`src/hw/rtl/pem_pkg.sv`:
```
package pem_pkg;

    localparam int CFG_W       = 12;
    localparam int CFG_IDX_W   = 1;
    localparam int PIX_W       = 8;
    localparam int POS_W       = 12;
    localparam int LAG_W       = 13;
    localparam int GRAD_W      = 11;
    localparam int SQ_W        = 20;
    localparam int SUM_W       = 21;
    localparam int RAD_W       = 16;
    localparam int ROOT_W      = 8;
    localparam int STEP_W      = 4;

    localparam logic [CFG_IDX_W-1:0] CFG_IDX_WIDTH  = 1'b0;
    localparam logic [CFG_IDX_W-1:0] CFG_IDX_HEIGHT = 1'b1;

    localparam logic [CFG_W-1:0] WIDTH_RESET  = 12'd640;
    localparam logic [CFG_W-1:0] HEIGHT_RESET = 12'd480;

    localparam logic FUNC_PIXEL = 1'b0;
    localparam logic FUNC_FLUSH = 1'b1;

    localparam logic [STEP_W-1:0] TAP_COUNT  = 4'd9;
    localparam logic [STEP_W-1:0] ROOT_FIRST = 4'd7;

    typedef struct packed {
        logic             func;
        logic [PIX_W-1:0] gray_pixel;
    } in_item_t;

    typedef struct packed {
        logic [PIX_W-1:0] edge_value;
        logic             end_of_frame;
    } out_item_t;

    typedef enum logic [2:0] {
        ST_IDLE,
        ST_READ,
        ST_SQUARE,
        ST_SUM,
        ST_ROOT,
        ST_OUTPUT
    } state_t;

    typedef struct packed {
        logic              accept_pixel;
        logic              acc_clear;
        logic              tap_issue;
        logic [STEP_W-1:0] tap_idx;
        logic              acc_en;
        logic              square_en;
        logic              sum_en;
        logic              root_en;
        logic [2:0]        root_bit;
        logic              out_load;
    } ctrl_cmd_t;

    typedef struct packed {
        logic pix_emit;
        logic flush_emit;
        logic out_free;
    } dp_status_t;

    // Row offset of a window tap: -1 for the upper row, +1 for the lower row.
    function automatic logic signed [1:0] tap_dr(input logic [STEP_W-1:0] t);
        logic signed [1:0] d;
        unique case (t)
            4'd0, 4'd1, 4'd2: d = -2'sd1;
            4'd6, 4'd7, 4'd8: d = 2'sd1;
            default:          d = 2'sd0;
        endcase
        return d;
    endfunction

    // Column offset of a window tap: -1 for the left column, +1 for the right column.
    function automatic logic signed [1:0] tap_dc(input logic [STEP_W-1:0] t);
        logic signed [1:0] d;
        unique case (t)
            4'd0, 4'd3, 4'd6: d = -2'sd1;
            4'd2, 4'd5, 4'd8: d = 2'sd1;
            default:          d = 2'sd0;
        endcase
        return d;
    endfunction

endpackage

```
`src/hw/rtl/pem_ctrl.sv`:
```
module pem_ctrl
    import pem_pkg::*;
(
    input  logic       clk,
    input  logic       rst_n,
    input  logic       in_valid,
    input  logic       func,
    output logic       in_ready,
    input  dp_status_t status,
    output ctrl_cmd_t  cmd
);

    state_t            state_reg;
    state_t            state_next;
    logic [STEP_W-1:0] step_reg;
    logic [STEP_W-1:0] step_next;

    always_ff @(posedge clk or negedge rst_n)
    begin
        if (!rst_n)
        begin
            state_reg <= ST_IDLE;
            step_reg  <= '0;
        end
        else
        begin
            state_reg <= state_next;
            step_reg  <= step_next;
        end
    end

    always_comb
    begin
        state_next = state_reg;
        step_next  = step_reg;
        in_ready   = 1'b0;
        cmd        = '0;
        cmd.tap_idx  = step_reg;
        cmd.root_bit = step_reg[2:0];
        unique case (state_reg)
            ST_IDLE:
            begin
                in_ready = 1'b1;
                if (in_valid)
                begin
                    cmd.acc_clear    = 1'b1;
                    cmd.accept_pixel = (func == FUNC_PIXEL);
                    if ((func == FUNC_PIXEL) ? status.pix_emit : status.flush_emit)
                    begin
                        state_next = ST_READ;
                        step_next  = '0;
                    end
                end
            end
            ST_READ:
            begin
                cmd.tap_issue = (step_reg < TAP_COUNT);
                cmd.acc_en    = (step_reg != '0);
                step_next     = step_reg + 1'b1;
                if (step_reg == TAP_COUNT)
                begin
                    state_next = ST_SQUARE;
                end
            end
            ST_SQUARE:
            begin
                cmd.square_en = 1'b1;
                state_next    = ST_SUM;
            end
            ST_SUM:
            begin
                cmd.sum_en = 1'b1;
                step_next  = ROOT_FIRST;
                state_next = ST_ROOT;
            end
            ST_ROOT:
            begin
                cmd.root_en = 1'b1;
                step_next   = step_reg - 1'b1;
                if (step_reg == '0)
                begin
                    state_next = ST_OUTPUT;
                end
            end
            ST_OUTPUT:
            begin
                if (status.out_free)
                begin
                    cmd.out_load = 1'b1;
                    state_next   = ST_IDLE;
                end
            end
            default:
            begin
                state_next = ST_IDLE;
            end
        endcase
    end

endmodule

```
`config.mk`:
```
export PLATFORM = sky130hd
export DESIGN_NAME = pem_ctrl
export DESIGN_NICKNAME = d
export VERILOG_FILES = /design/src/hw/rtl/pem_pkg.sv /design/src/hw/rtl/pem_ctrl.sv
export SDC_FILE = /design/constraint.sdc
export NUM_CORES = 1
export LEC_CHECK = 0
export BUFFER_PORTS_ARGS = -buffer_cell sky130_fd_sc_hd__clkbuf_2
export CAP_MARGIN = 15
export CORE_ASPECT_RATIO = 1.25
export CORE_UTILIZATION = 27
export CTS_CLUSTER_DIAMETER = 40
export DETAILED_ROUTE_END_ITERATION = 10
export PLACE_DENSITY = 0.54
export SYNTH_ARGS = -nofsm -noshare
export SYNTH_HDL_FRONTEND = slang
export SYNTH_SLANG_ARGS = --single-unit
```
`constraint.sdc`:
```
create_clock -name clk -period 4.1 [get_ports clk]
set_input_delay 0 -clock clk [delete_from_list [all_inputs] [get_ports clk]]
set_output_delay 0 -clock clk [all_outputs]
set_load 0.05 [all_outputs]
```
==> run summary, run 1 <==
The worst setup path is captured at a flop. The remaining antenna violation count is 0. The buffer type at the clock tree root is clkbuf_4. The number of global-route vias before repair was about 640.

The placement row count is 19. Setup repair after global routing left no endpoint under its margin. The height of the chip is 57.0 µm. The count of buffers added on input and output ports is 22.

The number of design-rule violations left by the first detailed-router iteration is 20. The nature of the critical path startpoint is a flop. The share of cell area taken by muxes after synthesis came out at 0.0325. The layout overhead on the synthesized area came out at 19.3%.

The most frequent standard cell in the layout excluding fill and tap cells is clkbuf_2. The initial core utilization is 0.293. The max-capacitance violation count came out at 0.

The register with the most flip-flops in the layout has 4 of them. The critical path arrival is 2820 ps. In the final layout, the share of cells above drive strength 1 is 0.290.

The net count of the mapped netlist is 92. The run finished with clean final reports. After detailed routing, the number of vias per cell comes to 5.12. The number of levels the H-tree was split into is 1.

The synthesis warning total is 0. The main combinational cell family by area after synthesis is compound AO/OA/AOI/OAI gates. Of the total synthesized cell area, the portion taken by XOR and XNOR cells is 0.0268. The top-level port count came out at 23.

The maximum achievable frequency came out at 0.372 GHz. The placer's final routability congestion estimate is 0.832. The maximum clock skew at final layout came out at between 2 and 2.5 ps. Summing over every cut layer, the via total after detailed routing is approximately 670. Clock tree synthesis inserted a total of 3 buffers. The number of endpoints with negative hold slack in the final report came out at 0. After legalization and detailed placement, the total HPWL measured 1120 µm. The post-synth design cell area is 654 µm². In the layout the commonest cells are clkbuf_2 (22), nor3_1 (8), o21ai_0 (7), dfrtp_1 (7), a21oi_1 (6).

The primary flip-flop cell chosen by synthesis mapping is dfrtp_1. The area share of fa/ha/maj cells after synthesis is 0.0382. The total routing usage reported by global routing is 0.142. For the final routed database, the setup TNS stands at 0 ps. The worst setup path is of the reg -> reg kind. The initial antenna violation count is 0. The clock sink count is 7. The die footprint is 2630 µm². The number of nets in the layout is 110.

The worst path in the final design needs a cycle of between 2000 and 3000 ps, including I/O delays and setup. Summed over all layers, the global routing overflow is 0. The top fanout value on the critical path is 20.

The actual slew at the worst max-slew pin came out at roughly 630 ps. The number of filler instances in the final layout is 246. The number of instances in the synthesized netlist came out at 83. The average wire per cell in the routed design came out at 12.4 µm. The synthesized design contains 7 register bits. The mean instance size in the synthesized netlist is 7.88 µm². The part of the Yosys area used for sequential elements is 0.268. The number of buffers on the longest clock path came out at 2.

The tightest min-delay check is of the in -> reg type. TritonCTS built the clock tree. The chip width is ~46 µm. Of the total synthesized cell area, the portion taken by AND, OR, NAND and NOR gates is 0.226.

The post-synthesis compound-gate area fraction came out at 0.296. Post-CTS timing repair inserted 0 buffers for setup. Before antenna repair, the detailed router went through 4 iterations. The final max-slew violation count came out at 0. The required time reported for the critical path endpoint came out at approximately 4200 ps. The area of the core came out at around 2200 µm². The routed design has 1630 µm of wire. The count of flip-flops with a built-in enable after synthesis came out at 0.

The repair_antennas step left the layout with diodes totalling 0. The first-pass GRT wire length is 2720 µm. Counting distinct cell types in the post-synthesis netlist gives 39. Of the available clock period, the critical path in the final layout requires 0.655. After clock tree synthesis, the clock-pin slew on the worst setup and hold paths is roughly 50 ps.

The async set-or-reset flop fraction in the synthesized netlist came out at 1.00. The number of endpoints failing setup at the final stage came out at 0. In this run the tightest slew margin relative to its limit is 0.583. In the routed design, unresolved DRC markers number 0. The insertion delay to the later sink of the worst-skew pair is 250 ps. The largest net degree at the start of global routing came out at 24.
## cells by family (layout without fill, tap and decap cells)
family | Yosys count | count (layout)
AO/OA/AOI/OAI | 28 | 28
AND/OR/NAND/NOR | 28 | 28
multiplexers | 2 | 2
XOR/XNOR | 2 | 2
adder cells (fa/ha/maj) | 2 | 2
buffers and inverters | 14 | 31
flip-flops | 7 | 7
## what timing repair did
item / CTS / global route
hold buffers: 1 / 0
endpoints found under the hold margin: 7 / 0
resized for setup: 0 / 0
## synth_stat cells, types with 2 or more instances
| master | n | share of area |
|---|---|---|
| buf_4 | 3 | 0.034 |
| nand2b_1 | 2 | 0.019 |
| buf_1 | 2 | 0.011 |
| o21ai_0 | 7 | 0.054 |
| nand4_1 | 2 | 0.019 |
| or3_1 | 2 | 0.019 |
| a21oi_1 | 6 | 0.046 |
| ha_1 | 2 | 0.038 |
| inv_1 | 4 | 0.023 |
| dfrtp_1 | 7 | 0.27 |
| xor2_1 | 2 | 0.027 |
| clkbuf_1 | 2 | 0.011 |
| nor3_1 | 8 | 0.061 |
| nor2_1 | 4 | 0.023 |
| buf_2 | 2 | 0.015 |
| nand2_1 | 4 | 0.023 |
| a211oi_1 | 2 | 0.023 |
## cell type report
cell class	instances	area (µm²)	area share
clock buffers	4	26.3	0.0337
inverters	4	15.0	0.0192
multi-input cells	62	405	0.519
flip-flops and latches	7	175	0.224
well taps	31	38.8	0.0497
repair buffers	23	120	0.154
## path summary, 6_finish.rpt
kind | from | endpoint | slack, ps | cells past startpoint
setup / recovery | state_reg[2] | step_reg[2] | 1410 | 6
hold / removal | status[0] | state_reg[2] | 100 | 3
setup reg to reg | state_reg[2] | step_reg[2] | 1410 | 6
hold reg to reg | step_reg[3] | step_reg[3] | 670 | 2
max in group asynchronous | rst_n | state_reg[2] | 3800 | 2
min in group asynchronous | rst_n | step_reg[2] | 120 | 2
## per-stage QoR
step / setup slack [ps] / utilization / hold slack (ps) / area (µm²) / cells
3_3_place_gp: 1520 / 0.333 / -145 / 744 / 126
4_1_cts: 1430 / 0.349 / 87.3 / 781 / 131
3_5_place_dp: 1460 / 0.333 / -144 / 744 / 126
6_report: 1410 / 0.349 / 96.8 / 781 / 131
2_1_floorplan: 695 / - / -296 / 654 / 83
5_1_grt: 1160 / 0.349 / 87.5 / 781 / 131
## worst max-delay path, stage by stage, from the launching register on
cell,delay (ps)
dfrtp_1,710
inv_1,210
nor3_1,390
ha_1,360
or3_1,360
a32o_1,250
a221o_1,290
## per-layer routing
layer | global-route usage | up-vias | routed length (µm) | share of wire
met2 | 0.221 | 17 | 814 | 0.50
met3 | 0.0570 | 2 | 94 | 0.058
met4 | 0.0504 | 0 | 8 | 0.0049
met1 | 0.171 | 313 | 711 | 0.44
met5 | 0 | - | 0 | 0
li1 | - | 339 | - | -
Power of run 1 is not shown: default switching activity piles up to over one toggle a cycle in this logic, so the estimate is an artifact.
==> run 2: changes to the inputs <==
--- a/config.mk
+++ b/config.mk
@@ -11,7 +11,7 @@
 export CORE_UTILIZATION = 27
 export CTS_CLUSTER_DIAMETER = 40
 export DETAILED_ROUTE_END_ITERATION = 10
-export PLACE_DENSITY = 0.54
+export PLACE_DENSITY = 0.55
 export SYNTH_ARGS = -nofsm -noshare
 export SYNTH_HDL_FRONTEND = slang
 export SYNTH_SLANG_ARGS = --single-unit
==> constraint.sdc (replaced) <==
create_clock -name clk -period 2.4 [get_ports clk]
set_input_delay 0 -clock clk [delete_from_list [all_inputs] [get_ports clk]]
set_output_delay 0 -clock clk [all_outputs]
set_load 0.05 [all_outputs]
==> run summary, run 2 (synthesis gave the netlist of run 1 again) <==
The start point of the critical path is state_reg[0]. The top cell types in the final layout, fill and taps aside, are clkbuf_2 (22), o21ai_0 (7), dfrtp_1 (7). The final period demand of the worst path came out at 1960 ps. The first global-routing pass estimated 2880 µm of wire. The top-level port count is 23. The number of endpoints with negative hold slack in the final report is 0. The first-pass iteration count of the detailed router is 4. In the global route stage, met3 resource usage came out at 0.0411.

The clock reaches the later pin of the worst-skew pair after 270 ps. Summing over every cut layer, the via total after detailed routing is 703. The actual slew at the worst max-slew pin is roughly 370 ps.

Dividing the detail-routed via count by the number of cells gives between 5 and 6. The path type of the worst setup path is reg -> reg. The largest net degree at the start of global routing came out at 23. The initial antenna violation count was 0. The number of design rule violations left after detail routing is 0.

The count of buffers from port buffering is 22. The flip-flop count of the largest register, all copies and words added is 4. The maximum achievable frequency came out at 0.511 GHz.

The number of design-rule violations left by the first detailed-router iteration came out at 6. The startpoint of the most critical register-to-register path is state_reg[0]. The path class of the lowest-slack min-delay path is in -> reg.

The core utilization of the finished layout came out at 0.375. The top fanout value on the critical path is 3. The met1 usage in global routing is 0.187. Leaving out fill and tap cells, the most frequent cell in the layout is clkbuf_2. The fraction of final layout cells with drive strength greater than 1 came out at 0.369.

Detailed placement finished with a half-perimeter wire length of approximately 1300 µm. The global routing usage on met2 is 0.233. The startpoint identified for the worst hold timing path is status[0]. The placer's final routability congestion estimate came out at 0.761. For this run, the total global-route usage over all layers was measured as 0.158.

TritonCTS built the clock tree. The layer flagged by global routing as most heavily used is met2. The initial core utilization is 0.293. The floorplan has 19 rows. The required time reported for the critical path endpoint came out at 2540 ps.

The final max-slew violation count is 0. The clock sink count came out at 7. The relative max-transition margin came out at 0.751. The number of global-route vias before repair came out at roughly 640. Once detail routing completed, the nets flagged for antenna violations numbered 0.

In this run the deepest clock path goes through 2 buffers. The number of levels the H-tree was split into came out at 1. The die footprint came out at 2630 µm². Dividing the detail-routed wire length by the instance count gives between 10 and 15 µm.

The height of the chip is 57.0 µm. The cell area reported after detailed placement is 801 µm². 0 antenna diodes ended up in the layout. The routed design has 1790 µm of wire. The final clock period utilization by the worst path came out at 0.815.

The critical path arrival came out at 2100 ps. The remaining global-route overflow came out at 0. The nature of the critical path startpoint is a flop. The finished layout cell area came out at 838 µm². Setup repair after global routing left no endpoint under its margin.

The worst setup path is captured at a flop. After clock tree synthesis, the repair step resized 0 gates. The number of endpoints failing setup at the final stage is 0. The clock slew seen by the registers of the worst setup and hold paths came out at 60 ps.

The number of nets in the layout came out at 113. The max-capacitance violation count came out at 0. The run finished with clean final reports. The layout overhead on the synthesized area came out at 28.1%.

The area of the core is 2230 µm². The clock arrives with 8.05 ps of skew. The chip width is roughly 46 µm. The number of buffers added by the clock tree synthesis step came out at 3.

The cell sitting at the root of the clock tree is a clkbuf_4.
run 2: area by class of cell:
type,count,area [µm²]
multi-input cells,62,439
fillers,255,1400
clock buffers,3,22.5
inverters,4,15.0
well taps,31,38.8
flip-flops and latches,7,175
clock inverters,1,5.00
repair buffers,26,143
run 2: layer usage:
layer | vias to the layer above | part of all wire
met1 | 320 | 0.42
met2 | 24 | 0.47
li1 | 350 | -
met5 | - | 0
met4 | 0 | 0.055
met3 | 9 | 0.048
run 2: path summary, 6_finish.rpt:
path                       slack (ps)  cells past startpoint           end
min in group asynchronous         100                      2   step_reg[0]
max in group asynchronous        2120                      2   step_reg[3]
setup / recovery                  440                      6   step_reg[2]
hold reg to reg                   660                      2   step_reg[3]
setup reg to reg                  440                      6   step_reg[2]
hold / removal                     90                      3  state_reg[2]
run 2: stage by stage:
step / hold slack (ps) / setup slack (ps) / cells / setup TNS (ps)
6_report: 90.6 / 444 / 134 / 0
5_1_grt: 93.8 / 320 / 134 / 0
4_1_cts: 87.3 / 443 / 134 / 0
3_5_place_dp: -147 / 457 / 129 / 0
3_3_place_gp: -144 / 520 / 129 / 0
2_1_floorplan: -296 / -143 / 83 / -143
run 2: critical path: stages (launching register included):
cell and delay, ps:
dfrtp_1 400, nor3_4 280, xor2_1 110, ha_2 210, or3_1 300, a32o_1 250, a221o_1 280
run 2: what timing repair did:
| action | in CTS | in global routing |
|---|---|---|
| hold endpoints to repair | 7 | 0 |
| hold buffers | 1 | 0 |
| buffers inserted | 0 | 0 |
Power of run 2 is left out for the same reason.
==> run 3: changes to the inputs <==
--- a/config.mk
+++ b/config.mk
@@ -11,7 +11,7 @@
 export CORE_UTILIZATION = 27
 export CTS_CLUSTER_DIAMETER = 40
 export DETAILED_ROUTE_END_ITERATION = 10
-export PLACE_DENSITY = 0.55
+export PLACE_DENSITY = 0.54
 export SYNTH_ARGS = -nofsm -noshare
 export SYNTH_HDL_FRONTEND = slang
 export SYNTH_SLANG_ARGS = --single-unit
==> constraint.sdc (replaced) <==
create_clock -name clk -period 2.05 [get_ports clk]
set_input_delay 0 -clock clk [delete_from_list [all_inputs] [get_ports clk]]
set_output_delay 0 -clock clk [all_outputs]
set_load 0.05 [all_outputs]
==> run summary, run 3 (synthesis gave the netlist of run 1 again) <==
The run finished with clean final reports. Max-cap violations in this run came to 0. In this design, the largest share of critical-path delay is due to simple AND/OR/NAND/NOR gates. The remaining global-route overflow came out at 0.

The number of global-route vias before repair came to 642. The final period demand of the worst path came out at 1930 ps. The number of design rule violations left after detail routing came out at 0. The critical path goes through nor3_4, xor2_1, ha_2, or3_1, a32o_1, a221o_1. Setup repair after global routing left no endpoint under its margin. The required time reported for the critical path endpoint is about 2200 ps. After detailed placement, the total cell area comes to between 800 and 900 µm². The path type of the worst setup path is reg -> reg. The height of the chip is 57.0 µm.

The routing usage on met3 came out at 0.0190. The worst hold path belongs to the class in -> reg. The largest single stage delay on the critical path is 400 ps. The largest net degree at the start of global routing came out at 23.

The actual slew at the worst max-slew pin is 495 ps. Once detail routing completed, the nets flagged for antenna violations numbered 0. In this run the core area contains 19 standard-cell rows.

The first-pass GRT wire length came out at 3060 µm. The detail-routed via count per cell is 5.14. The number of levels the H-tree was split into is 1.

The nature of the critical path startpoint is a flop. In the global route stage, met1 resource usage came out at 0.216. The flip-flop count of the largest register, all copies and words added is 4.

The cts-stage hold buffer count came out at 1. TritonCTS built the clock tree. Once layout is done, the placed cells without fillers occupy 878 µm². Counting the buffers created by CTS gives 3. The number of buffers and inverters on the critical path is 0. The number of buffers on the longest clock path came out at 2.

The initial antenna violation count is 0. The die footprint came out at 2630 µm². The initial utilization of the core area, before any placement, comes to 0.293. The average wire per cell in the routed design is around 13 µm. The insertion delay to the later sink of the worst-skew pair is 270 ps.

The maximum clock skew at final layout came out at 16.2 ps. After clock tree synthesis, the repair step resized 0 gates. The number of design-rule violations left by the first detailed-router iteration is 15.

The relative max-transition margin came out at 0.667. The final antenna diode count is 0. STA classifies the critical path endpoint as a flop. The final sum of negative setup slack came out at 0 ps.

In the final layout, the share of cells above drive strength 1 is 0.411. The number of filler instances in the final layout came out at 256. The number of endpoints failing setup at the final stage came out at 0. The slowest cell on the critical path is dfrtp_1. The final max-slew violation count is 0. The global routing usage on met2 is 0.249.

In the layout the commonest cells are clkbuf_2 (22), o21ai_0 (7), buf_4 (7), dfrtp_1 (7), a21oi_1 (6). The maximum achievable frequency came out at approximately 0.52 GHz. Relative to the synthesized area, the layout overhead comes to 34.2%.

Detailed placement finished with a half-perimeter wire length of 1360 µm. The number of endpoints with negative hold slack in the final report is 0. Setup slack closes at 125 ps. The total routing usage reported by global routing is 0.162. Summing over every cut layer, the via total after detailed routing is 710. The final clock period utilization by the worst path came out at 0.939. At the end of the flow, the number of nets in the layout was 117.

The clock slew seen by the registers of the worst setup and hold paths is about 70 ps. The clock sink count is 7. The congestion estimate from routability-driven global placement came to 0.813. The tree is rooted in a clkbuf_4.

The chip width is ~46 µm. The count of buffers from port buffering is 22. The most frequent standard cell in the layout excluding fill and tap cells is clkbuf_2.

The first-pass iteration count of the detailed router is 4. The final layout contains routed wiring with a total length of approximately 1800 µm. The layer flagged by global routing as most heavily used is met2. Once the clock tree was built, the setup fixing pass inserted 0 buffers. Of all nets on the critical path, the largest fanout is 3. The worst slack at placement is 125 ps. The total area inside the core boundary comes to 2230 µm². The top-level port count is 23. Data on the critical path arrives at its endpoint at between 2000 and 2500 ps.
run 3: cell count changes in the layout (fill, tap and decap cells not counted), sizes merged:
cell and change:
buf +4
run 3: area by class of cell:
type	count	area [µm²]	area share
multi-input combinational	62	449	0.511
sequential	7	175	0.199
timing repair buffer	30	173	0.197
tap	31	38.8	0.0442
clock buffer	3	22.5	0.0256
inverter	4	15.0	0.0171
clock inverter	1	5.00	0.00570
run 3: path summary, 6_finish.rpt:
check                           depth (start not counted)          from  slack (ps)      endpoint
worst max-delay path                                    6  state_reg[0]         120   step_reg[2]
worst min-delay path                                    3     status[0]          90  state_reg[2]
worst max register to register                          6  state_reg[0]         120   step_reg[2]
worst min register to register                          2   step_reg[3]         660   step_reg[3]
max in group asynchronous                               2         rst_n        1740   step_reg[0]
min in group asynchronous                               2         rst_n         110   step_reg[1]
run 3: per-layer routing:
metal	wire length, µm	vias to the layer above	part of all wire
met3	55	4	0.031
met4	48	0	0.027
met1	783	330	0.44
met2	889	20	0.50
met5	0	-	0
li1	-	356	-
run 3: worst reg2reg max path, stage by stage, from the launching register on:
cell and delay (ps):
dfrtp_1 400, nor3_4 270, xor2_1 110, ha_2 190, or3_1 310, a32o_1 250, a221o_1 280
run 3: stage by stage:
step	utilization	instances	hold WS (ps)
final	0.393	138	88.1
after detailed placement	0.376	133	-142
after global placement	0.376	133	-142
after global routing	0.393	138	93.3
after CTS	0.393	138	80.3
after floorplan	-	83	-296
Power of run 3 is left out for the same reason.
